`src/design/orbb_pkg.sv`:
```
// ----------------------------------------------------------------------------
// orbb_pkg: shared types and constants for the opaque region bounding box
// Frame size limits, register indexes, the result record and size clamping.
// ----------------------------------------------------------------------------
package orbb_pkg;

	localparam int MAX_DIM   = 4096;
	localparam int DIM_W     = $clog2(MAX_DIM);
	localparam int SIZE_W    = 13;
	localparam int ALPHA_W   = 8;
	localparam int CFG_IDX_W = 4;

	localparam logic [ALPHA_W-1:0] ALPHA_CLEAR = 8'h00;

	typedef enum logic [CFG_IDX_W-1:0] {
		REG_FRAME_WIDTH  = 4'd0,
		REG_FRAME_HEIGHT = 4'd1
	} cfg_reg_t;

	typedef struct packed {
		logic [SIZE_W-1:0] left;
		logic [SIZE_W-1:0] top;
		logic [SIZE_W-1:0] width;
		logic [SIZE_W-1:0] height;
	} box_t;

	// Status from the tracker toward the handshake logic
	typedef struct packed {
		logic last;
		box_t box;
	} track_stat_t;

	// A size of zero acts as one, anything above the limit acts as the limit
	function automatic logic [SIZE_W-1:0] eff_size(input logic [SIZE_W-1:0] reg_val);
		logic [SIZE_W-1:0] res;
		if (reg_val == '0) begin
			res = SIZE_W'(1);
		end else if (reg_val > SIZE_W'(MAX_DIM)) begin
			res = SIZE_W'(MAX_DIM);
		end else begin
			res = reg_val;
		end
		return res;
	endfunction

endpackage

```
`src/design/orbb_track.sv`:
```
// ----------------------------------------------------------------------------
// orbb_track: raster position and opaque extent tracking
// Keeps column/row counters and the least/greatest opaque coordinates, and
// forms the box for the pixel under evaluation. State moves on step.
// ----------------------------------------------------------------------------
module orbb_track (
	input  logic                         clk,
	input  logic                         arst_n,
	input  logic                         step,
	input  logic [orbb_pkg::ALPHA_W-1:0] alpha,
	input  logic [orbb_pkg::SIZE_W-1:0]  width_eff,
	input  logic [orbb_pkg::SIZE_W-1:0]  height_eff,
	output orbb_pkg::track_stat_t        stat
);
	import orbb_pkg::*;

	logic [DIM_W-1:0] col_q, row_q;
	logic [DIM_W-1:0] lcol_q, gcol_q, lrow_q, grow_q;
	logic             seen_q;

	logic [DIM_W-1:0] lcol_n, gcol_n, lrow_n, grow_n;
	logic             seen_n;
	logic             opaque, row_end, frame_end;

	assign opaque    = (alpha != ALPHA_CLEAR);
	assign row_end   = {1'b0, col_q} >= (width_eff - SIZE_W'(1));
	assign frame_end = row_end && ({1'b0, row_q} >= (height_eff - SIZE_W'(1)));

	always_comb begin
		lcol_n = lcol_q;
		gcol_n = gcol_q;
		lrow_n = lrow_q;
		grow_n = grow_q;
		seen_n = seen_q;
		if (opaque) begin
			seen_n = 1'b1;
			if (!seen_q) begin
				lcol_n = col_q;
				gcol_n = col_q;
				lrow_n = row_q;
				grow_n = row_q;
			end else begin
				if (col_q < lcol_q) lcol_n = col_q;
				if (col_q > gcol_q) gcol_n = col_q;
				if (row_q < lrow_q) lrow_n = row_q;
				if (row_q > grow_q) grow_n = row_q;
			end
		end
	end

	always_comb begin
		stat.last = frame_end;
		if (seen_n) begin
			stat.box.left   = {1'b0, lcol_n};
			stat.box.top    = {1'b0, lrow_n};
			stat.box.width  = {1'b0, gcol_n} - {1'b0, lcol_n} + SIZE_W'(1);
			stat.box.height = {1'b0, grow_n} - {1'b0, lrow_n} + SIZE_W'(1);
		end else begin
			stat.box.left   = width_eff;
			stat.box.top    = height_eff;
			stat.box.width  = '0;
			stat.box.height = '0;
		end
	end

	always_ff @(posedge clk or negedge arst_n) begin
		if (!arst_n) begin
			col_q  <= '0;
			row_q  <= '0;
			lcol_q <= '0;
			gcol_q <= '0;
			lrow_q <= '0;
			grow_q <= '0;
			seen_q <= 1'b0;
		end else if (step) begin
			if (frame_end) begin
				col_q  <= '0;
				row_q  <= '0;
				lcol_q <= '0;
				gcol_q <= '0;
				lrow_q <= '0;
				grow_q <= '0;
				seen_q <= 1'b0;
			end else begin
				lcol_q <= lcol_n;
				gcol_q <= gcol_n;
				lrow_q <= lrow_n;
				grow_q <= grow_n;
				seen_q <= seen_n;
				if (row_end) begin
					col_q <= '0;
					row_q <= row_q + DIM_W'(1);
				end else begin
					col_q <= col_q + DIM_W'(1);
				end
			end
		end
	end

endmodule

```
`src/design/opaque_region_bounding_box_core.sv`:
```
// ----------------------------------------------------------------------------
// opaque_region_bounding_box_core: bounding box of opaque pixels per frame
// Input register, tracker logic and a result register with handshakes.
// ----------------------------------------------------------------------------
// Usage:
//   Pixel alpha values stream in raster order on in_valid/in_ready/pixel_alpha,
//   one transfer per pixel. Nonzero alpha marks an opaque pixel. Frame size
//   comes from registers frame_width (index 0) and frame_height (index 1),
//   written over cfg_valid/cfg_ready/cfg_index/cfg_data while the block is
//   idle; cfg_ready is always high and unknown indexes are ignored.
//   One result per frame appears on out_valid/out_ready with box_left,
//   box_top, box_width and box_height; an empty frame gives left = width,
//   top = height and zero extents.
//   Throughput: one pixel per cycle while no frame end waits on a pending
//   result, set by the single tracker pass between the input register and
//   the result register. The frame's last pixel passes through the input
//   register and the tracker, then the result register loads its box.
//   Reset clears the counters, extents and both valid flags; sizes go to 64.
//   When the receiver stalls, pixels keep flowing until the next frame's
//   last pixel reaches the input register, which then holds until the
//   pending result is taken.
// ----------------------------------------------------------------------------
module opaque_region_bounding_box_core (
	input  logic                           clk,
	input  logic                           arst_n,
	input  logic                           in_valid,
	output logic                           in_ready,
	input  logic [orbb_pkg::ALPHA_W-1:0]   pixel_alpha,
	output logic                           out_valid,
	input  logic                           out_ready,
	output logic [orbb_pkg::SIZE_W-1:0]    box_left,
	output logic [orbb_pkg::SIZE_W-1:0]    box_top,
	output logic [orbb_pkg::SIZE_W-1:0]    box_width,
	output logic [orbb_pkg::SIZE_W-1:0]    box_height,
	input  logic                           cfg_valid,
	output logic                           cfg_ready,
	input  logic [orbb_pkg::CFG_IDX_W-1:0] cfg_index,
	input  logic [orbb_pkg::SIZE_W-1:0]    cfg_data
);
	import orbb_pkg::*;

	logic [SIZE_W-1:0]  frame_width_q, frame_height_q;
	logic               valid_s1;
	logic [ALPHA_W-1:0] alpha_s1;
	logic               out_valid_q;
	box_t               box_q;
	track_stat_t        stat;
	logic               in_xfer, advance, out_load;

	assign cfg_ready = 1'b1;

	always_ff @(posedge clk or negedge arst_n) begin
		if (!arst_n) begin
			frame_width_q  <= SIZE_W'(64);
			frame_height_q <= SIZE_W'(64);
		end else if (cfg_valid && cfg_ready) begin
			unique case (cfg_index)
				REG_FRAME_WIDTH:  frame_width_q  <= cfg_data;
				REG_FRAME_HEIGHT: frame_height_q <= cfg_data;
				default: ;
			endcase
		end
	end

	// The held pixel moves on unless it closes a frame and the result slot is busy
	assign advance  = valid_s1 && (!stat.last || !out_valid_q || out_ready);
	assign in_ready = !valid_s1 || advance;
	assign in_xfer  = in_valid && in_ready;
	assign out_load = advance && stat.last;

	always_ff @(posedge clk or negedge arst_n) begin
		if (!arst_n) begin
			valid_s1 <= 1'b0;
		end else begin
			valid_s1 <= in_xfer || (valid_s1 && !advance);
		end
	end

	always_ff @(posedge clk) begin
		if (in_xfer) begin
			alpha_s1 <= pixel_alpha;
		end
	end

	orbb_track u_track (
		.clk        (clk),
		.arst_n     (arst_n),
		.step       (advance),
		.alpha      (alpha_s1),
		.width_eff  (eff_size(frame_width_q)),
		.height_eff (eff_size(frame_height_q)),
		.stat       (stat)
	);

	always_ff @(posedge clk or negedge arst_n) begin
		if (!arst_n) begin
			out_valid_q <= 1'b0;
		end else if (out_load) begin
			out_valid_q <= 1'b1;
		end else if (out_ready) begin
			out_valid_q <= 1'b0;
		end
	end

	always_ff @(posedge clk) begin
		if (out_load) begin
			box_q <= stat.box;
		end
	end

	assign out_valid  = out_valid_q;
	assign box_left   = box_q.left;
	assign box_top    = box_q.top;
	assign box_width  = box_q.width;
	assign box_height = box_q.height;

	a_in_to_s1: assert property (@(posedge clk) disable iff (!arst_n)
		in_xfer |=> valid_s1)
		else $error("accepted pixel did not reach the input register");

	a_s1_hold: assert property (@(posedge clk) disable iff (!arst_n)
		(valid_s1 && !advance) |=> (valid_s1 && $stable(alpha_s1)))
		else $error("stalled pixel lost or changed");

	a_result_load: assert property (@(posedge clk) disable iff (!arst_n)
		out_load |=> out_valid_q)
		else $error("frame end did not produce a result");

	a_no_overwrite: assert property (@(posedge clk) disable iff (!arst_n)
		(out_valid_q && !out_ready) |-> !out_load)
		else $error("pending result overwritten");

	a_empty_box: assert property (@(posedge clk) disable iff (!arst_n)
		(out_valid_q && box_width == '0) |-> (box_height == '0))
		else $error("box with zero width but nonzero height");

endmodule
```
`config.mk`:
```
export PLATFORM = sky130hd
export DESIGN_NAME = opaque_region_bounding_box_core
export DESIGN_NICKNAME = d
export VERILOG_FILES = /design/src/design/orbb_pkg.sv /design/src/design/orbb_track.sv /design/src/design/opaque_region_bounding_box_core.sv
export SDC_FILE = /design/constraint.sdc
export NUM_CORES = 1
export LEC_CHECK = 0
export BUFFER_PORTS_ARGS = -buffer_cell sky130_fd_sc_hd__buf_4
export CORE_ASPECT_RATIO = 1.75
export CORE_MARGIN = 3
export CORE_UTILIZATION = 45
export CTS_CLUSTER_DIAMETER = 30
export DETAILED_ROUTE_END_ITERATION = 8
export PLACE_DENSITY_LB_ADDON = 0.3
export SYNTH_ARGS = -nofsm -noshare
export SYNTH_HDL_FRONTEND = slang
export SYNTH_SLANG_ARGS = --single-unit
```
`constraint.sdc`:
```
create_clock -name clk -period 15.9 [get_ports clk]
set_input_delay 1.59 -clock clk [delete_from_list [all_inputs] [get_ports clk]]
set_output_delay 1.59 -clock clk [all_outputs]
set_load 0.01 [all_outputs]
```
==> impl_metrics.tcl <==
set metrics [dict create \
    status "finished, final reports clean" \
    vias 8226 \
    num_io_pins 85 \
    setup_tns_ns 0 \
    post_cts.repair.setup_buffers 0 \
    synth.top_cell.area_share 0.234 \
    clkSlewWorstSetupHoldPaths_ns 0.06 \
    syn_nets 1185 \
    final_max_slew_viol_count 0 \
    nets 1247 \
    ys_types 67 \
    syn_avg_cell_area_um2 10.2 \
    p_leak_nw 5.18 \
    startpoint_type "register" \
    multi_input_area_um2 5770 \
    clockBufferDepth 2 \
    die_area_um2 25500 \
    grt_max_degree 78 \
    area_growth_pct 13.6 \
    detail_route.iter0.violations 563 \
    finalHoldViolations 0 \
    start_util 0.462 \
    drc 0 \
    cts.sink_count 161 \
    gp_congestion 0.948 \
    critPathMaxFanout 11 \
    rr_worst_depth 17 \
    powerDensity_nw_per_um2 199 \
    dp_hpwl_um 20700 \
    final_cells 1408 \
    crit_start "frame_width_q[8]$_DFFE_PN0P_" \
    slew_headroom 0.279 \
    cts_tree "built" \
    fin_crit_sh 0.413 \
    fin_ws_ns 9.34 \
    critical_path_class "register to output port" \
    p_total_mw 2.40 \
    critPathCaptureType "output port" \
    regArea_um2 4330 \
    crit_required_ns 14.31 \
    seq_area_frac_synth 0.409 \
    dieHeight_um 209 \
    max_cap_viol_count 0 \
    reg2reg_to "box_height[1]$_SDFFCE_PN0P_" \
    grt_overflow_total 0 \
    yosysTopAreaCell "dfrtp_1" \
    cts_resized 0 \
    holdBufCountCts 0 \
    peakVddDrop_uv 97.7 \
    max_freq_mhz 152 \
    synthFlopType "dfrtp_1" \
    synth_cells 1033 \
    final_cell_area_um2 12000 \
    worstPathArrival_ns 4.97 \
    yosys_warnings 0 \
    ff2ff_setup_slack_ns 10.17 \
    cts-root-buf "clkbuf_16" \
    worst_pin_slew_ns 1.08 \
    grt_setup_unrepaired "false" \
    cts-htree-levels 4 \
    coreArea_um2 22900 \
    numCtsBuffers 17 \
    wl_per_cell_um 19.7 \
    place_inst 1376 \
    setup_viol 0 \
    async_reset_ff_frac 0.627 \
    fillCellCount 2113 \
    detail_route.vias_per_cell 5.84 \
    grt_pass1_wl_um 44000 \
    dp_slack_ns 9.85 \
    placed_cell_area_um2 11400 \
    post-route-util 0.525 \
    skew_ns 0.00977 \
    final_antenna_net_count 0 \
    synth.ff_latch_count 161 \
    synth_edf_count 60 \
    synthTopCellsByArea "dfrtp_1 (23%), edfxtp_1 (17%), ha_1 (14%)" \
    antenna_found_initial 0 \
    fin_crit_ns 6.56 \
    dieWidth_um 122 \
    io_buffers 83 \
    min_path_type "register to register" \
    grt_usage 0.226 \
    wirelength_um 27800 \
    n_antenna_cell 0 \
    clk-insertion-delay-late_ns 0.44 \
    drt_first_pass_iters 5 \
    timing.hold.ws_ns 0.508 \
    drive_gt1_frac 0.165 \
    crit_path_end "in_ready" \
    grt_pass1_vias 8329 \
    row_count 73 \
    timing.rr.start "frame_width_q[8]$_DFFE_PN0P_" \
    synth_area_um2 10600 \
]
worst min-delay path by stage:
stage | start | endpoint | slack [ns] | cells past startpoint
after floorplan | u_track.lcol_q[1]$_DFFE_PN0P_ | u_track.lcol_q[1]$_DFFE_PN0P_ | 0.47 | 1
after global placement | u_track.gcol_q[4]$_DFFE_PN0P_ | u_track.gcol_q[4]$_DFFE_PN0P_ | 0.48 | 1
after detailed placement | u_track.lrow_q[1]$_DFFE_PN0P_ | u_track.lrow_q[1]$_DFFE_PN0P_ | 0.49 | 1
after CTS | u_track.gcol_q[4]$_DFFE_PN0P_ | u_track.gcol_q[4]$_DFFE_PN0P_ | 0.51 | 1
after global routing | u_track.lcol_q[4]$_DFFE_PN0P_ | u_track.lcol_q[4]$_DFFE_PN0P_ | 0.53 | 1
final | u_track.gcol_q[4]$_DFFE_PN0P_ | u_track.gcol_q[4]$_DFFE_PN0P_ | 0.51 | 1
synth_stat cells (26+ instances only):
master,instances
a21oi_1,46
dfrtp_1,99
inv_1,72
mux2i_1,29
a22o_1,49
ha_1,120
o21ai_0,73
nand3_1,26
nor2_1,65
clkbuf_1,29
mux2_2,40
edfxtp_1,60
nand2_1,59
state kept, by name, indices dropped and copies added, names as in the netlist:
| name | cells |
|---|---|
| frame_height_q | 13 |
| u_track.seen_q | 1 |
| u_track.lcol_q | 12 |
| alpha_s1 | 8 |
| u_track.row_q | 12 |
| u_track.gcol_q | 12 |
| frame_width_q | 13 |
| u_track.grow_q | 12 |
| box_left | 13 |
| out_valid | 1 |
| u_track.lrow_q | 12 |
| box_width | 13 |
| box_top | 13 |
| box_height | 13 |
| u_track.col_q | 12 |
| valid_s1 | 1 |
power by group:
| part | internal, mW | total (mW) | switching, mW |
|---|---|---|---|
| registers | 0.563 | 0.649 | 0.0857 |
| clock network | 0.255 | 0.422 | 0.167 |
| logic | 0.590 | 1.32 | 0.734 |
layout make-up:
| cell class | instances | area share |
|---|---|---|
| inverter | 72 | 0.0225 |
| timing repair buffer | 90 | 0.0562 |
| clock inverter | 9 | 0.0109 |
| clock buffer | 23 | 0.0389 |
| sequential | 161 | 0.360 |
| multi-input combinational | 753 | 0.480 |
| tap | 300 | 0.0312 |
placed cells by master (no fill, tap or decap), drive strengths merged, types with 11 or more instances in the layout:
cell type	n
ha	120
dfrtp	99
buf	90
o21ai	74
inv	73
nor2	65
edfxtp	60
nand2	59
a22o	49
a21oi	47
mux2	40
mux2i	29
nand3	26
clkbuf	23
nor2b	22
nor3	22
o21a	15
xnor2	14
a211oi	13
a21o	13
xor2	12
a31oi	12
nand4	11
critical path, stage by stage (launching register included):
cell,delay (ns)
dfrtp_1,0.47
or3_1,0.44
nor3_1,0.32
a31oi_1,0.20
nor2_1,0.19
inv_1,0.11
ha_1,0.33
nor2b_1,0.22
a31oi_1,0.17
o21ai_0,0.11
ha_1,0.29
o21a_1,0.10
o21ai_0,0.06
a221o_2,0.42
a311o_1,0.47
or3_1,0.46
buf_4,0.17
metal layers:
layer	global-route usage	vias up	part of all wire	wire length, µm
met4	0.162	0	0.073	2040
met3	0.0320	83	0.026	712
met1	0.237	4026	0.37	10200
met5	0	-	0	0
li1	-	3936	-	-
met2	0.404	181	0.53	14800
cell families after synthesis:
| kind of cell | Yosys count | share of synthesized area |
|---|---|---|
| buf+inv | 119 | 0.0474 |
| compound gates | 267 | 0.174 |
| flops | 161 | 0.409 |
| fa+ha+maj | 122 | 0.146 |
| xor+xnor | 26 | 0.0215 |
| mux | 69 | 0.0700 |
| other cells | 1 | 0.000354 |
| simple gates | 268 | 0.132 |
Power figures use the tool's default switching activity.
